`src/design/wlm_pkg.sv`:
```
// Types, constants and helpers shared by the wildcard line matcher modules
package wlm_pkg;

    localparam int PATTERN_MAX_DEF = 16;
    localparam int MATCH_MAX_DEF   = 32;

    localparam logic [7:0] CH_HASH     = 8'h23;
    localparam logic [7:0] CH_DOT      = 8'h2E;
    localparam logic [7:0] CH_UPPER_A  = 8'd65;
    localparam logic [7:0] CH_UPPER_Z  = 8'd90;
    localparam logic [7:0] CASE_OFFSET = 8'd32;

    localparam int APB_AW = 6;
    localparam int APB_DW = 64;

    localparam logic [2:0] REG_PAT_LO  = 3'd0;
    localparam logic [2:0] REG_PAT_HI  = 3'd1;
    localparam logic [2:0] REG_PAT_LEN = 3'd2;
    localparam logic [2:0] REG_ICASE   = 3'd3;
    localparam logic [2:0] REG_WILD    = 3'd4;
    localparam logic [2:0] REG_REPORT  = 3'd5;

    localparam logic KIND_CHAR    = 1'b0;
    localparam logic KIND_VERDICT = 1'b1;

    typedef struct packed {
        logic [7:0] text_char;
        logic       line_end;
    } text_item_t;

    typedef struct packed {
        logic       out_kind;
        logic [7:0] out_char;
        logic       run_last;
        logic       line_hit;
        logic       truncated;
    } result_item_t;

    typedef struct packed {
        logic [63:0] pattern_high_chars;
        logic [63:0] pattern_low_chars;
        logic [4:0]  pattern_length;
        logic        ignore_case;
        logic        wildcards_on;
        logic        report_matches;
    } cfg_t;

    function automatic logic [7:0] fold_char(input logic [7:0] c, input logic icase);
        logic [7:0] r;
        r = c;
        if (icase && c >= CH_UPPER_A && c <= CH_UPPER_Z)
            r = c + CASE_OFFSET;
        return r;
    endfunction

endpackage

```
`src/design/wlm_cfg.sv`:
```
// APB configuration registers of the wildcard line matcher
module wlm_cfg (
    input  logic                        clk,
    input  logic                        rst_n,
    input  logic                        psel,
    input  logic                        penable,
    input  logic                        pwrite,
    input  logic [wlm_pkg::APB_AW-1:0]  paddr,
    input  logic [wlm_pkg::APB_DW-1:0]  pwdata,
    output logic [wlm_pkg::APB_DW-1:0]  prdata,
    output logic                        pready,
    output wlm_pkg::cfg_t               cfg
);
    import wlm_pkg::*;

    cfg_t       cfg_reg;
    logic [2:0] reg_idx;
    logic       wr_en;

    assign reg_idx = paddr[APB_AW-1:3];
    assign wr_en   = psel && penable && pwrite;
    assign pready  = 1'b1;
    assign cfg     = cfg_reg;

    always_ff @(posedge clk or negedge rst_n)
    begin
        if (!rst_n)
        begin
            cfg_reg.pattern_low_chars  <= '0;
            cfg_reg.pattern_high_chars <= '0;
            cfg_reg.pattern_length     <= 5'd1;
            cfg_reg.ignore_case        <= 1'b0;
            cfg_reg.wildcards_on       <= 1'b0;
            cfg_reg.report_matches     <= 1'b0;
        end
        else if (wr_en)
        begin
            unique case (reg_idx)
                REG_PAT_LO:  cfg_reg.pattern_low_chars  <= pwdata;
                REG_PAT_HI:  cfg_reg.pattern_high_chars <= pwdata;
                REG_PAT_LEN: cfg_reg.pattern_length     <= pwdata[4:0];
                REG_ICASE:   cfg_reg.ignore_case        <= pwdata[0];
                REG_WILD:    cfg_reg.wildcards_on       <= pwdata[0];
                REG_REPORT:  cfg_reg.report_matches     <= pwdata[0];
                default:     ;
            endcase
        end
    end

    always_comb
    begin
        unique case (reg_idx)
            REG_PAT_LO:  prdata = cfg_reg.pattern_low_chars;
            REG_PAT_HI:  prdata = cfg_reg.pattern_high_chars;
            REG_PAT_LEN: prdata = {59'd0, cfg_reg.pattern_length};
            REG_ICASE:   prdata = {63'd0, cfg_reg.ignore_case};
            REG_WILD:    prdata = {63'd0, cfg_reg.wildcards_on};
            REG_REPORT:  prdata = {63'd0, cfg_reg.report_matches};
            default:     prdata = '0;
        endcase
    end

endmodule

```
`src/design/wlm_core.sv`:
```
// Matching sequencer with the match-run buffer memory and the result register
module wlm_core #(
    parameter int PATTERN_MAX = wlm_pkg::PATTERN_MAX_DEF,
    parameter int MATCH_MAX   = wlm_pkg::MATCH_MAX_DEF
) (
    input  logic                  clk,
    input  logic                  rst_n,
    input  wlm_pkg::cfg_t         cfg,
    input  logic                  text_valid,
    output logic                  text_stall,
    input  wlm_pkg::text_item_t   text_item,
    output logic                  result_valid,
    input  logic                  result_stall,
    output wlm_pkg::result_item_t result_item
);
    import wlm_pkg::*;

    localparam int PW = $clog2(PATTERN_MAX + 1);
    localparam int CW = $clog2(MATCH_MAX + 1);
    localparam int AW = $clog2(MATCH_MAX);

    localparam logic [2:0] S_IDLE  = 3'd0;
    localparam logic [2:0] S_JUDGE = 3'd1;
    localparam logic [2:0] S_POST  = 3'd2;
    localparam logic [2:0] S_ERD   = 3'd3;
    localparam logic [2:0] S_EWR   = 3'd4;
    localparam logic [2:0] S_VERD  = 3'd5;

    logic [2:0]    state_reg, state_next;
    logic          phase_reg, phase_next;
    logic [7:0]    cur_char_reg, cur_char_next;
    logic          cur_end_reg, cur_end_next;
    logic [PW-1:0] pos_reg, pos_next;
    logic [CW-1:0] count_reg, count_next;
    logic          overflow_reg, overflow_next;
    logic [7:0]    held_char_reg, held_char_next;
    logic          held_valid_reg, held_valid_next;
    logic          hit_seen_reg, hit_seen_next;
    logic [CW-1:0] emit_idx_reg, emit_idx_next;
    logic [CW-1:0] emit_num_reg, emit_num_next;
    logic          emit_trunc_reg, emit_trunc_next;
    logic          out_valid_reg, out_valid_next;
    result_item_t  out_item_reg, out_item_next;
    logic [7:0]    rdata_reg;

    logic [7:0]    run_mem [MATCH_MAX];

    logic [4:0]    len_sat;
    logic [4:0]    pos5, pos_nx5;
    logic [127:0]  pat_all;
    logic [7:0]    p_cur, p_nxt;
    logic [7:0]    j_char;
    logic          j_has_la, j_act, skip, at_end, lit, hash, next_ok, room;
    logic          out_free, emit_last, mem_we;

    assign len_sat  = (cfg.pattern_length > 5'(PATTERN_MAX)) ? 5'(PATTERN_MAX)
                                                              : cfg.pattern_length;
    assign pos5     = 5'(pos_reg);
    assign pos_nx5  = pos5 + 5'd1;
    assign pat_all  = {cfg.pattern_high_chars, cfg.pattern_low_chars};
    assign p_cur    = pat_all[{pos5[3:0], 3'b000} +: 8];
    assign p_nxt    = pat_all[{pos_nx5[3:0], 3'b000} +: 8];
    assign j_char   = phase_reg ? cur_char_reg : held_char_reg;
    assign j_has_la = !phase_reg;
    assign j_act    = phase_reg || held_valid_reg;
    assign skip     = hit_seen_reg && !cfg.report_matches;
    assign at_end   = pos5 >= len_sat;
    assign lit      = (fold_char(j_char, cfg.ignore_case) == fold_char(p_cur, cfg.ignore_case))
                      || (cfg.wildcards_on && p_cur == CH_DOT);
    assign hash     = cfg.wildcards_on && p_cur == CH_HASH;
    assign next_ok  = (pos_nx5 < len_sat)
                      ? (j_has_la && fold_char(cur_char_reg, cfg.ignore_case)
                                     == fold_char(p_nxt, cfg.ignore_case))
                      : !j_has_la;
    assign room     = count_reg < CW'(MATCH_MAX);
    assign out_free = !out_valid_reg || !result_stall;
    assign emit_last = (emit_idx_reg + CW'(1)) == emit_num_reg;
    assign mem_we   = (state_reg == S_JUDGE) && j_act && !skip && !at_end
                      && (lit || hash) && room;

    assign text_stall   = state_reg != S_IDLE;
    assign result_valid = out_valid_reg;
    assign result_item  = out_item_reg;

    always_comb
    begin
        state_next      = state_reg;
        phase_next      = phase_reg;
        cur_char_next   = cur_char_reg;
        cur_end_next    = cur_end_reg;
        pos_next        = pos_reg;
        count_next      = count_reg;
        overflow_next   = overflow_reg;
        held_char_next  = held_char_reg;
        held_valid_next = held_valid_reg;
        hit_seen_next   = hit_seen_reg;
        emit_idx_next   = emit_idx_reg;
        emit_num_next   = emit_num_reg;
        emit_trunc_next = emit_trunc_reg;
        out_valid_next  = out_valid_reg && result_stall;
        out_item_next   = out_item_reg;

        unique case (state_reg)
            S_IDLE:
            begin
                if (text_valid)
                begin
                    cur_char_next = text_item.text_char;
                    cur_end_next  = text_item.line_end;
                    phase_next    = 1'b0;
                    state_next    = S_JUDGE;
                end
            end
            S_JUDGE:
            begin
                state_next = S_POST;
                if (j_act && !skip)
                begin
                    if (at_end)
                    begin
                        hit_seen_next = 1'b1;
                        pos_next      = '0;
                        count_next    = '0;
                        overflow_next = 1'b0;
                        if (cfg.report_matches && count_reg != '0)
                        begin
                            emit_idx_next   = '0;
                            emit_num_next   = count_reg;
                            emit_trunc_next = overflow_reg;
                            state_next      = S_ERD;
                        end
                    end
                    else if (lit || hash)
                    begin
                        if (room)
                            count_next = count_reg + CW'(1);
                        else
                            overflow_next = 1'b1;
                        if (lit || next_ok)
                            pos_next = pos_reg + PW'(1);
                    end
                    else
                    begin
                        pos_next      = '0;
                        count_next    = '0;
                        overflow_next = 1'b0;
                    end
                end
            end
            S_ERD:
            begin
                state_next = S_EWR;
            end
            S_EWR:
            begin
                if (out_free)
                begin
                    out_valid_next          = 1'b1;
                    out_item_next.out_kind  = KIND_CHAR;
                    out_item_next.out_char  = rdata_reg;
                    out_item_next.run_last  = emit_last;
                    out_item_next.line_hit  = 1'b0;
                    out_item_next.truncated = emit_trunc_reg;
                    if (emit_last)
                        state_next = S_POST;
                    else
                    begin
                        emit_idx_next = emit_idx_reg + CW'(1);
                        state_next    = S_ERD;
                    end
                end
            end
            S_POST:
            begin
                if (phase_reg)
                    state_next = S_VERD;
                else if (!cur_end_reg)
                begin
                    held_char_next  = cur_char_reg;
                    held_valid_next = 1'b1;
                    state_next      = S_IDLE;
                end
                else
                begin
                    phase_next = 1'b1;
                    state_next = S_JUDGE;
                end
            end
            S_VERD:
            begin
                if (out_free)
                begin
                    out_valid_next          = 1'b1;
                    out_item_next.out_kind  = KIND_VERDICT;
                    out_item_next.out_char  = 8'd0;
                    out_item_next.run_last  = 1'b1;
                    out_item_next.line_hit  = hit_seen_reg;
                    out_item_next.truncated = 1'b0;
                    pos_next        = '0;
                    count_next      = '0;
                    overflow_next   = 1'b0;
                    held_char_next  = 8'd0;
                    held_valid_next = 1'b0;
                    hit_seen_next   = 1'b0;
                    state_next      = S_IDLE;
                end
            end
            default:
            begin
                state_next = S_IDLE;
            end
        endcase
    end

    always_ff @(posedge clk or negedge rst_n)
    begin
        if (!rst_n)
        begin
            state_reg      <= S_IDLE;
            phase_reg      <= 1'b0;
            cur_end_reg    <= 1'b0;
            pos_reg        <= '0;
            count_reg      <= '0;
            overflow_reg   <= 1'b0;
            held_char_reg  <= 8'd0;
            held_valid_reg <= 1'b0;
            hit_seen_reg   <= 1'b0;
            emit_idx_reg   <= '0;
            emit_num_reg   <= '0;
            emit_trunc_reg <= 1'b0;
            out_valid_reg  <= 1'b0;
        end
        else
        begin
            state_reg      <= state_next;
            phase_reg      <= phase_next;
            cur_end_reg    <= cur_end_next;
            pos_reg        <= pos_next;
            count_reg      <= count_next;
            overflow_reg   <= overflow_next;
            held_char_reg  <= held_char_next;
            held_valid_reg <= held_valid_next;
            hit_seen_reg   <= hit_seen_next;
            emit_idx_reg   <= emit_idx_next;
            emit_num_reg   <= emit_num_next;
            emit_trunc_reg <= emit_trunc_next;
            out_valid_reg  <= out_valid_next;
        end
    end

    always_ff @(posedge clk)
    begin
        cur_char_reg <= cur_char_next;
        out_item_reg <= out_item_next;
    end

    // run buffer: one write port at the fill count, one registered read port
    always_ff @(posedge clk)
    begin
        if (mem_we)
            run_mem[count_reg[AW-1:0]] <= j_char;
        if (state_reg == S_ERD)
            rdata_reg <= run_mem[emit_idx_reg[AW-1:0]];
    end

endmodule

```
`src/design/wildcard_line_matcher.sv`:
```
// Top level of the wildcard line matcher
//
//   channel   direction  handshake                   payload
//   text      in         text_valid / text_stall     text_item   (wlm_pkg::text_item_t)
//   result    out        result_valid / result_stall result_item (wlm_pkg::result_item_t)
//   config    in         APB psel/penable/pready     64-bit registers at 8*index
//
// One item at a time: a character inside a line steps S_IDLE, S_JUDGE, S_POST; a line
// end adds a second S_JUDGE/S_POST for itself and S_VERD; each emitted match character
// steps S_ERD (the single read port of the run buffer) and S_EWR, and a stalled result
// register holds S_EWR or S_VERD. rst_n clears all line state at once; the run buffer
// needs no clearing. Input is stalled whenever an item is in progress.
module wildcard_line_matcher #(
    parameter int PATTERN_MAX = wlm_pkg::PATTERN_MAX_DEF,
    parameter int MATCH_MAX   = wlm_pkg::MATCH_MAX_DEF
) (
    input  logic                        clk,
    input  logic                        rst_n,
    input  logic                        text_valid,
    output logic                        text_stall,
    input  wlm_pkg::text_item_t         text_item,
    output logic                        result_valid,
    input  logic                        result_stall,
    output wlm_pkg::result_item_t       result_item,
    input  logic                        psel,
    input  logic                        penable,
    input  logic                        pwrite,
    input  logic [wlm_pkg::APB_AW-1:0]  paddr,
    input  logic [wlm_pkg::APB_DW-1:0]  pwdata,
    output logic [wlm_pkg::APB_DW-1:0]  prdata,
    output logic                        pready
);
    import wlm_pkg::*;

    cfg_t cfg;

    wlm_cfg u_cfg (
        .clk     (clk),
        .rst_n   (rst_n),
        .psel    (psel),
        .penable (penable),
        .pwrite  (pwrite),
        .paddr   (paddr),
        .pwdata  (pwdata),
        .prdata  (prdata),
        .pready  (pready),
        .cfg     (cfg)
    );

    wlm_core #(
        .PATTERN_MAX (PATTERN_MAX),
        .MATCH_MAX   (MATCH_MAX)
    ) u_core (
        .clk          (clk),
        .rst_n        (rst_n),
        .cfg          (cfg),
        .text_valid   (text_valid),
        .text_stall   (text_stall),
        .text_item    (text_item),
        .result_valid (result_valid),
        .result_stall (result_stall),
        .result_item  (result_item)
    );

endmodule

```
`config.mk`:
```
export PLATFORM = sky130hd
export DESIGN_NAME = wildcard_line_matcher
export DESIGN_NICKNAME = d
export VERILOG_FILES = /design/src/design/wlm_pkg.sv /design/src/design/wlm_cfg.sv /design/src/design/wlm_core.sv /design/src/design/wildcard_line_matcher.sv
export SDC_FILE = /design/constraint.sdc
export NUM_CORES = 1
export LEC_CHECK = 0
export BUFFER_PORTS_ARGS = -buffer_cell sky130_fd_sc_hd__buf_2
export CORE_ASPECT_RATIO = 1.2
export CORE_MARGIN = 2
export CORE_UTILIZATION = 60
export CTS_BUF_LIST = sky130_fd_sc_hd__clkbuf_8 sky130_fd_sc_hd__clkbuf_16
export DETAILED_ROUTE_END_ITERATION = 7
export PLACE_DENSITY = 0.84
export SYNTH_ARGS = -nofsm -noshare
export SYNTH_HDL_FRONTEND = slang
export SYNTH_HIERARCHICAL = 1
export SYNTH_SLANG_ARGS = --single-unit
```
`constraint.sdc`:
```
create_clock -name clk -period 12.9 [get_ports clk]
set_input_delay 1.29 -clock clk [delete_from_list [all_inputs] [get_ports clk]]
set_output_delay 1.29 -clock clk [all_outputs]
set_load 0.05 [all_outputs]
```
# After elaboration in Yosys (flattened, before gate mapping)
# Memory sizes are Yosys's and may differ from the RTL's. A register that Yosys moved wholly into a read port is not among the register bits.
# Cells that the tools add are included.
[op_classes]
addsub = 7
order_cmp = 12
n_eq_ne = 27
n_shift = 2
mux = 63
reduce_logical = 60
[ops]
columns = ["operator", "count"]
rows = [
  ["64-bit one-hot mux with 6 select lines", 1],
  ["128-bit by 8-bit indexed part select with 8-bit output", 2],
  ["8-bit two-way mux", 8],
  ["6-bit two-way mux", 10],
  ["8-bit by 6-bit adder with 8-bit output, second input constant", 4],
  ["8-bit by 7-bit greater-or-equal comparator with 1-bit output, second input constant", 4],
  ["8-bit by 7-bit less-or-equal comparator with 1-bit output, second input constant", 4],
  ["5-bit two-way mux", 6],
  ["12-bit two-way mux", 2],
  ["12-bit one-hot mux with 2 select lines", 1],
  ["6-bit one-hot mux with 2 select lines", 2],
  ["4-bit AND reduction", 6],
  ["1-bit logical AND", 22],
  ["1-bit two-way mux", 20],
  ["3-bit two-way mux", 6],
  ["3-bit one-hot mux with 6 select lines", 1],
  ["8-bit by 6-bit == test with 1-bit output, second input constant", 2],
  ["8-bit == test", 2],
  ["8-bit one-hot mux with 2 select lines", 1],
  ["2-bit AND reduction", 8],
  ["6-bit by 1-bit adder with 6-bit output, second input constant", 2],
  ["3-bit by 2-bit == test with 1-bit output, second input constant", 4],
  ["3-bit == test, second input constant", 4],
  ["2-bit inequality test, second input constant", 6],
  ["other kinds (21)", 43],
]
[word_totals]
register_bits = 197
ramBits = 256
input_bits = 86
out_inout_bits = 79
elab_cells = 197
mem_count = 1
[memory_table]
columns = ["name", "depth", "width", "rd", "rd_ports_with_merged_regs", "wr", "line", "rtl"]
rows = [
  ["u_core.run_mem", 32, 8, 1, 1, 1, "wlm_core.sv:46", "logic [7:0] run_mem [MATCH_MAX];"],
]

# Depth between registers and ports, before layout
# Gate-level depths: netlist (run 1).
[logic_depth]
depth_word = 15
depth_mapped = 18
depth_no_buf = 16

# Modules after synthesis
# Netlist (run 1), hierarchy kept.
[by_module_without_submodules]
columns = ["module", "n_inst", "cells_each", "area_each_um2", "seq_area_each_um2"]
rows = [
  ["wlm_core", 1, 984, 15951.5, 9554.2],
  ["wlm_cfg", 1, 394, 5871.9, 3404.5],
]

# Worst setup path before layout (run 1)
# No wires, ideal clock.
[synth_timing]
path_type = "reg-to-reg"
startpoint = "reg u_core.pos_reg[0], in the netlist u_core/pos5[0]"
endpoint = "mem u_core.run_mem[10][0], enable pin"
arrival_ps = 4051
slack_ps = 8466
path_stages_with_launch = 15
path_buffers = 4
synth_period_minus_slack_ps = 4434
cell_sequence = "dfrtp_1 buf_4 buf_6 mux4_2 mux4_2 nor4b_1 o31a_1 a31oi_2 xnor2_1 a211oi_2 o21ai_1 or2_1 buf_2 buf_6 nor3_1"
[synth_between]
elab_chain_cells = 12
word_cells_on_any_way = 21
[synth_rtl]
columns = ["element", "line", "rtl"]
rows = [
  ["from (decl)", "wlm_core.sv:33", "logic [PW-1:0] pos_reg, pos_next;"],
  ["from (signal assigned)", "wlm_core.sv:238", "pos_reg <= pos_next;"],
  ["128-bit by 8-bit indexed part select with 8-bit output", "wlm_core.sv:61", "assign p_cur = pat_all[{pos5[3:0], 3'b000} +: 8];"],
  ["8-bit by 7-bit greater-or-equal comparator with 1-bit output", "wlm_pkg.sv:51", "if (icase && c >= CH_UPPER_A && c <= CH_UPPER_Z)"],
  ["1-bit logical AND (2 in a row)", "wlm_pkg.sv:51", ""],
  ["8-bit two-way mux", "wlm_pkg.sv:51", ""],
  ["8-bit == test", "wlm_core.sv:68", "assign lit = (fold_char(j_char, cfg.ignore_case) == fold_char(p_cur, cfg.ignore_case))"],
  ["1-bit logical OR", "wlm_core.sv:69", "|| (cfg.wildcards_on && p_cur == CH_DOT);"],
  ["1-bit logical OR", "wlm_core.sv:79", "&& (lit || hash) && room;"],
  ["1-bit logical AND (*) (2 in a row)", "wlm_core.sv:79", ""],
  ["1-bit two-way mux (*)", "wlm_core.sv:260", "if (mem_we)"],
  ["1-bit two-way mux (not written as such) (*)", "wlm_core.sv:261", "run_mem[count_reg[AW-1:0]] <= j_char;"],
  ["to (decl)", "wlm_core.sv:46", ""],
]
# Mark *: on every way between the ends. The rest lies on a longest branch, timed or not.

# Final worst setup path (run 1)
[layout_timing]
startpoint = "reg u_core.pos_reg[0], in the netlist u_core/pos5[0]"
endpoint = "mem u_core.run_mem[4][0], enable pin"
# Same word-level chain as after synthesis.

==> results.json, run 1 <==
{
  "result_of_the_run": "complete, no violations",
  "synthAdderAreaFrac": 0.0115,
  "via_count_normalized_by_instance_count": 6.62,
  "combPwrFrac": 0.280,
  "leakage_power_figure_nw": 9.26,
  "synth_top_cell_by_area": "sky130_fd_sc_hd__edfxtp_1",
  "clock_tree_from_tritoncts": "yes",
  "worst_skew_pair.late_latency_ps": 570,
  "critical_path_buf_inv_count": 1,
  "clkPwrFrac": 0.285,
  "cts.htree.levels": 2,
  "path_delay_family": "simple AND/OR/NAND/NOR gates",
  "gpl.final_weighted_congestion": 0.874,
  "peak_fanout_along_the_critical_path": 40,
  "pre_cts_slack_ps": 6690,
  "slowest_delay_ps": 1180,
  "synth.ff_latch_count": 461,
  "final_critical_path_setup_slack_ps": 6600,
  "dpl.cell_count": 1939,
  "post_synth_main_area_contributors": "sky130_fd_sc_hd__edfxtp_1 39%, sky130_fd_sc_hd__dfrtp_1 20%, sky130_fd_sc_hd__mux4_2 15%, sky130_fd_sc_hd__mux2_2 7.7%, sky130_fd_sc_hd__a22o_1 2.7%",
  "global_route.overflow_total": 0,
  "critical_path_arrival_ps": 6470,
  "hpwlAfterDp_microns": 33900,
  "design.final.nets": 1626,
  "sequentialPowerShare": 0.434,
  "layout-drive-gt1-share": 0.365,
  "number_of_flip_flops_under_the_largest_register_name": 256,
  "cts.path.max_buffers": 3,
  "syn_to_final_growth_pct": 12.4,
  "syn-num-nets": 1484,
  "postSynthCellCount": 1378,
  "drc_errors": 0,
  "synth_edf_count": 284,
  "grt_pass1_vias": 13866,
  "grt_pass1_wl_microns": 80800,
  "clkTransAtPathRegs_ps": 60,
  "dieHeight_microns": 213,
  "routed-via-count": 13414,
  "maximum_clock_frequency_mhz": 159,
  "synth-async-reset-ratio": 0.384,
  "die_w_microns": 178,
  "layoutNonFillerInstCount": 2027,
  "antenna_found_initial": 4,
  "synth_compound_area_frac": 0.0591,
  "path_class": "flop to flop",
  "initialDrtViolationCount": 1487,
  "post-synth-top-area-fraction": 0.391,
  "post_dp_cell_area_sq_um": 22900,
  "power.switching_w": 0.00158,
  "synthesis.area_per_instance_sq_um": 15.8,
  "buffer_ports.inserted": 160,
  "clock-root-buffer": "sky130_fd_sc_hd__clkbuf_16",
  "gr_util_all_layers": 0.283,
  "placement_rows": 76,
  "maxSlewViolCount": 0,
  "synth.distinct_cells": 71,
  "wirelength_microns": 52200,
  "cts_resized": 0,
  "postCtsSetupBuffers": 0,
  "critical_path.startpoint_type": "flop",
  "holdWs_ps": 491,
  "worstHoldPathType": "flop to flop",
  "cp_cell_sequence": "buf_4 > mux4_2 > mux4_2 > nor4b_1 > o31a_1 > a31oi_2 > xnor2_1 > a211oi_2 > o21ai_1 > or2_1 > nor3_1",
  "clock_sink_count": 461,
  "total_of_endpoints_with_negative_setup_slack_in_the_final_report": 0,
  "fp.dieArea_sq_um": 37900,
  "max-slew-margin-rel": 0.149,
  "setup-tns-final_ps": 0,
  "vdd.ir_drop.worst_mv": 0.140,
  "timing.final.hold_violations": 0,
  "worst_setup_ep_type": "flop",
  "final.period_utilization": 0.488,
  "min_period_ps": 6300,
  "timing.critical_path.required_ps": 13070,
  "yosysWarnings": 6,
  "synthMuxAreaShare": 0.239,
  "ys_dominant_reg_cell": "sky130_fd_sc_hd__edfxtp_1",
  "wl_per_cell_microns": 25.7,
  "final.setup_skew_ps": 20.8,
  "tritoncts.num_buffers": 46,
  "final_instance_area_sq_um": 24500,
  "grt_start_max_net_pins": 75,
  "pwr_density_cell_nw_per_um2": 198,
  "ctsHoldBuffers": 0,
  "initial_util": 0.609,
  "worst_pin_slew_ps": 1270,
  "internal_power_w": 0.00327,
  "critical-path-slowest-cell": "sky130_fd_sc_hd__nor3_1",
  "path_common_cell": "sky130_fd_sc_hd__mux4_2",
  "grt_setup_unrepaired": "no",
  "synth_sequential_area_ratio": 0.594,
  "ioPinCount": 165,
  "main_combinational_cell_family_by_area_after_synthesis": "multiplexers",
  "drt_pre_antenna_iters": 5,
  "syn-cell-area_sq_um": 21800,
  "switching_share": 0.325,
  "fill_cells": 2279,
  "yosys.area_share.simple": 0.0603,
  "core-area_sq_um": 35800,
  "synth-xor-area-share": 0.0104,
  "drtAntennaViolNets": 0,
  "drv_cap": 0
}
## layout make-up
type / count / area (sq um) / area share
diodes: 2 / 5.00 / 0.000204
repair buffers: 182 / 972 / 0.0396
flip-flops and latches: 461 / 13000 / 0.528
clock buffers: 53 / 1260 / 0.0513
inverters: 21 / 78.8 / 0.00321
multi-input cells: 808 / 8340 / 0.340
clock inverters: 32 / 327 / 0.0133
well taps: 468 / 586 / 0.0239
## placed cells by master (no fill, tap or decap), types with 9 or more instances in the layout
| master | instances |
|---|---|
| sky130_fd_sc_hd__ha_1 | 19 |
| sky130_fd_sc_hd__edfxtp_1 | 284 |
| sky130_fd_sc_hd__xor2_1 | 11 |
| sky130_fd_sc_hd__a22o_1 | 68 |
| sky130_fd_sc_hd__and3_1 | 10 |
| sky130_fd_sc_hd__mux2i_1 | 27 |
| sky130_fd_sc_hd__dfrtp_1 | 173 |
| sky130_fd_sc_hd__nor3_1 | 39 |
| sky130_fd_sc_hd__buf_4 | 21 |
| sky130_fd_sc_hd__mux4_2 | 143 |
| sky130_fd_sc_hd__xnor2_1 | 15 |
| sky130_fd_sc_hd__nand2_1 | 91 |
| sky130_fd_sc_hd__nand3_1 | 19 |
| sky130_fd_sc_hd__buf_2 | 159 |
| sky130_fd_sc_hd__and2_1 | 13 |
| sky130_fd_sc_hd__nand2b_1 | 11 |
| sky130_fd_sc_hd__nand4_1 | 9 |
| sky130_fd_sc_hd__clkbuf_16 | 47 |
| sky130_fd_sc_hd__mux2_2 | 149 |
| sky130_fd_sc_hd__nor2_1 | 34 |
| sky130_fd_sc_hd__a21oi_1 | 23 |
| sky130_fd_sc_hd__inv_1 | 26 |
| sky130_fd_sc_hd__o21ai_0 | 20 |
## path summary, 6_finish.rpt
kind	startpoint	endpoint	slack, ps	cells past startpoint
min	u_core/held_valid_reg$_DFFE_PN0P_	u_core/held_valid_reg$_DFFE_PN0P_	490	1
max in group asynchronous	rst_n	u_cfg/cfg[22]$_DFFE_PN0P_	10290	3
max	u_core/pos5[0]$_DFFE_PN0P_	u_core/run_mem[4][0]$_DFFE_PP_	6600	11
max reg2reg	u_core/pos5[0]$_DFFE_PN0P_	u_core/run_mem[4][0]$_DFFE_PP_	6600	11
min in group asynchronous	rst_n	u_cfg/cfg[52]$_DFFE_PN0P_	670	1
min reg2reg	u_core/held_valid_reg$_DFFE_PN0P_	u_core/held_valid_reg$_DFFE_PN0P_	490	1
## kinds of logic (layout without fill, tap and decap cells)
group	Yosys count	after routing
XOR/XNOR	26	26
multiplexers	324	324
buffers and inverters	109	288
AND/OR/NAND/NOR	267	267
flip-flops	461	461
AO/OA/AOI/OAI	170	170
adder cells (fa/ha/maj)	20	20
other	1	3
## power by group through the flow
| stage | Clock, W | Combinational (W) | Sequential [W] |
|---|---|---|---|
| after floorplan | 0 | 0.00105 | 0.00201 |
| after detailed placement | 0 | 0.00134 | 0.00213 |
| after CTS | 0.00140 | 0.00135 | 0.00210 |
| after global placement | 0 | 0.00128 | 0.00211 |
| after global routing | 0.00146 | 0.00146 | 0.00213 |
| final | 0.00138 | 0.00136 | 0.00211 |
## metal layers
layer  GRT usage  share of wire  vias to the layer above
met2       0.496           0.53                      619
met5           0        0.00077                        -
met4       0.115          0.041                        6
li1            -              -                     5734
met3      0.0604          0.074                      118
met1       0.342           0.35                     6937
## cells in the mapped netlist (22+ instances only)
master and n:
sky130_fd_sc_hd__mux4_2 143, sky130_fd_sc_hd__nand2_1 91, sky130_fd_sc_hd__nor3_1 42, sky130_fd_sc_hd__mux2i_1 27, sky130_fd_sc_hd__a21oi_1 23, sky130_fd_sc_hd__a22o_1 68, sky130_fd_sc_hd__clkbuf_1 38, sky130_fd_sc_hd__mux2_2 149
sky130_fd_sc_hd__nor2_1 35, sky130_fd_sc_hd__edfxtp_1 284, sky130_fd_sc_hd__buf_2 22, sky130_fd_sc_hd__dfrtp_1 176
## metrics by stage
step	utilization	total power, W
floorplan	-	0.00306
global placement	0.640	0.00340
detailed placement	0.640	0.00346
CTS	0.684	0.00486
global route	0.684	0.00505
finish	0.684	0.00485
Power figures use the tool's default switching activity.
==> run 2: changes to the inputs <==
--- a/config.mk
+++ b/config.mk
@@ -8,10 +8,10 @@
 export BUFFER_PORTS_ARGS = -buffer_cell sky130_fd_sc_hd__buf_2
 export CORE_ASPECT_RATIO = 1.2
 export CORE_MARGIN = 2
-export CORE_UTILIZATION = 60
+export CORE_UTILIZATION = 55
 export CTS_BUF_LIST = sky130_fd_sc_hd__clkbuf_8 sky130_fd_sc_hd__clkbuf_16
 export DETAILED_ROUTE_END_ITERATION = 7
-export PLACE_DENSITY = 0.84
+export PLACE_DENSITY = 0.81
 export SYNTH_ARGS = -nofsm -noshare
 export SYNTH_HDL_FRONTEND = slang
 export SYNTH_HIERARCHICAL = 1
==> constraint.sdc (replaced) <==
create_clock -name clk -period 5.5 [get_ports clk]
set_input_delay 0.55 -clock clk [delete_from_list [all_inputs] [get_ports clk]]
set_output_delay 0.55 -clock clk [all_outputs]
set_load 0.05 [all_outputs]
==> results.json, run 2 (synthesis gave the netlist of run 1 again) <==
{
  "initial_util": 0.560,
  "cp_cell_sequence": "buf_12 > mux4_2 > mux4_2 > nor4b_1 > o31a_1 > a31oi_2 > xnor2_1 > a211oi_2 > o21ai_1 > or2_1 > buf_4 > nor3_1 > buf_4",
  "maxSlewViolCount": 0,
  "final.setup_skew_ps": 19.2,
  "drc_errors": 0,
  "drt_pre_antenna_iters": 7,
  "timing.final.hold_violations": 0,
  "maximum_clock_frequency_mhz": 213,
  "mostFrequentLayoutCells": "284 x sky130_fd_sc_hd__edfxtp_1, 173 x sky130_fd_sc_hd__dfrtp_1, 159 x sky130_fd_sc_hd__buf_2, 149 x sky130_fd_sc_hd__mux2_2, 143 x sky130_fd_sc_hd__mux4_2",
  "fp.dieArea_sq_um": 41300,
  "sequentialPowerShare": 0.442,
  "timing.critical_path.required_ps": 5760,
  "grt_setup_unrepaired": "no",
  "via_count_normalized_by_instance_count": 6.35,
  "combPwrFrac": 0.294,
  "gpl.final_weighted_congestion": 0.897,
  "max-slew-margin-rel": 0.224,
  "hpwlAfterDp_microns": 34800,
  "syn_to_final_growth_pct": 13.3,
  "dieHeight_microns": 222,
  "placement_rows": 79,
  "postCtsSetupBuffers": 0,
  "clock_sink_count": 461,
  "ioPinCount": 165,
  "wl_per_cell_microns": 24.4,
  "worstHoldPathType": "primary input to async pin",
  "cts_resized": 0,
  "critical_path_arrival_ps": 4950,
  "routed-via-count": 13439,
  "final.period_utilization": 0.852,
  "worst_setup_ep_type": "flop",
  "critical_path.startpoint_type": "flop",
  "slowest_delay_ps": 570,
  "power.switching_w": 0.00366,
  "buffer_ports.inserted": 160,
  "drtAntennaViolNets": 0,
  "cts.htree.levels": 2,
  "worst_skew_pair.late_latency_ps": 570,
  "clock-root-buffer": "sky130_fd_sc_hd__clkbuf_16",
  "layoutNonFillerInstCount": 2118,
  "peak_fanout_along_the_critical_path": 62,
  "cts.path.max_buffers": 3,
  "worst_pin_slew_ps": 1160,
  "leakage_power_figure_nw": 9.40,
  "global_route.overflow_total": 0,
  "gr_util_all_layers": 0.257,
  "clkTransAtPathRegs_ps": 60,
  "core-area_sq_um": 38900,
  "pwr_density_cell_nw_per_um2": 449,
  "result_of_the_run": "complete, no violations",
  "clkPwrFrac": 0.264,
  "fill_cells": 2775,
  "drv_cap": 0,
  "grt_start_max_net_pins": 105,
  "design.final.nets": 1665,
  "switching_share": 0.330,
  "critical_path_buf_inv_count": 3,
  "min_period_ps": 4690,
  "totalPowerFinal_w": 0.0111,
  "critical-path-slowest-cell": "sky130_fd_sc_hd__mux4_2",
  "internal_power_w": 0.00744,
  "clock_tree_from_tritoncts": "yes",
  "tritoncts.num_buffers": 45,
  "path_class": "flop to flop",
  "grt_pass1_wl_microns": 80300,
  "layout_commonest_cell": "sky130_fd_sc_hd__edfxtp_1",
  "dpl.cell_count": 2038,
  "grt_pass1_vias": 13650,
  "ctsHoldBuffers": 0,
  "total_of_endpoints_with_negative_setup_slack_in_the_final_report": 0,
  "number_of_flip_flops_under_the_largest_register_name": 256,
  "setup-tns-final_ps": 0,
  "vdd.ir_drop.worst_mv": 0.322,
  "layout-drive-gt1-share": 0.377,
  "post_dp_cell_area_sq_um": 23300,
  "initialDrtViolationCount": 1199,
  "final_instance_area_sq_um": 24700,
  "die_w_microns": 186,
  "antenna_found_initial": 4,
  "path_delay_family": "multiplexers",
  "wirelength_microns": 51800
}
[run 2: changes by cell type in the layout (fill, tap and decap cells not counted), moves of 2 or more]
cell,delta
sky130_fd_sc_hd__bufinv_16,-5
sky130_fd_sc_hd__clkinv_1,-5
sky130_fd_sc_hd__clkinv_4,-4
sky130_fd_sc_hd__nor3_2,-2
sky130_fd_sc_hd__nor3_1,+2
sky130_fd_sc_hd__buf_4,+40
sky130_fd_sc_hd__inv_1,+6
[run 2: power groups by stage]
stage          Combinational [W]  Sequential (W)  Clock (W)
2_1_floorplan            0.00246         0.00472          0
3_3_place_gp             0.00312         0.00493          0
3_5_place_dp             0.00324         0.00497          0
4_1_cts                  0.00326         0.00490    0.00297
5_1_grt                  0.00350         0.00496    0.00310
6_report                 0.00326         0.00491    0.00293
[run 2: path summary, 6_finish.rpt]
kind                                            startpoint                          endpoint  slack, ps  depth (start not counted)
setup / recovery                u_core/pos5[0]$_DFFE_PN0P_   u_core/run_mem[16][6]$_DFFE_PP_        810                         13
hold / removal                                       rst_n        u_cfg/cfg[124]$_DFFE_PN0P_         90                          1
setup reg to reg                u_core/pos5[0]$_DFFE_PN0P_   u_core/run_mem[16][6]$_DFFE_PP_        810                         13
hold reg to reg            u_core/overflow_reg$_DFFE_PN0P_   u_core/overflow_reg$_DFFE_PN0P_        490                          1
max in group asynchronous                            rst_n         u_cfg/cfg[26]$_DFFE_PN0P_       4230                          2
min in group clk                              text_item[1]  u_core/cur_char_reg[0]$_DFFE_PP_        150                          1
[run 2: layer usage]
| metal | up-vias | share of wire | track usage |
|---|---|---|---|
| met1 | 6922 | 0.38 | 0.330 |
| li1 | 5801 | - | - |
| met2 | 588 | 0.51 | 0.430 |
| met4 | 6 | 0.042 | 0.106 |
| met3 | 122 | 0.068 | 0.0482 |
| met5 | - | 0.00062 | 0 |
[run 2: metrics by stage]
step	setup WS, ps	hold WS [ps]	util
floorplan	1070	254	-
global placement	985	472	0.599
detailed placement	916	476	0.599
CTS	886	128	0.635
global route	597	134	0.635
finish	814	95.0	0.635
[run 2: area by class of cell]
class / count / area [sq um] / share of cell area
antenna: 2 / 5.00 / 0.000202
clock buffer: 53 / 1250 / 0.0505
clock inverter: 25 / 141 / 0.00572
inverter: 21 / 78.8 / 0.00319
multi-input combinational: 808 / 8330 / 0.337
sequential: 461 / 13000 / 0.525
tap: 526 / 658 / 0.0266
timing repair buffer: 222 / 1280 / 0.0520
[run 2: worst reg2reg max path, stage by stage, from the launching register on]
cell	delay [ps]
sky130_fd_sc_hd__dfrtp_4	430
sky130_fd_sc_hd__buf_12	350
sky130_fd_sc_hd__mux4_2	600
sky130_fd_sc_hd__mux4_2	570
sky130_fd_sc_hd__nor4b_1	350
sky130_fd_sc_hd__o31a_1	250
sky130_fd_sc_hd__a31oi_2	110
sky130_fd_sc_hd__xnor2_1	150
sky130_fd_sc_hd__a211oi_2	410
sky130_fd_sc_hd__o21ai_1	140
sky130_fd_sc_hd__or2_1	230
sky130_fd_sc_hd__buf_4	250
sky130_fd_sc_hd__nor3_1	300
sky130_fd_sc_hd__buf_4	240
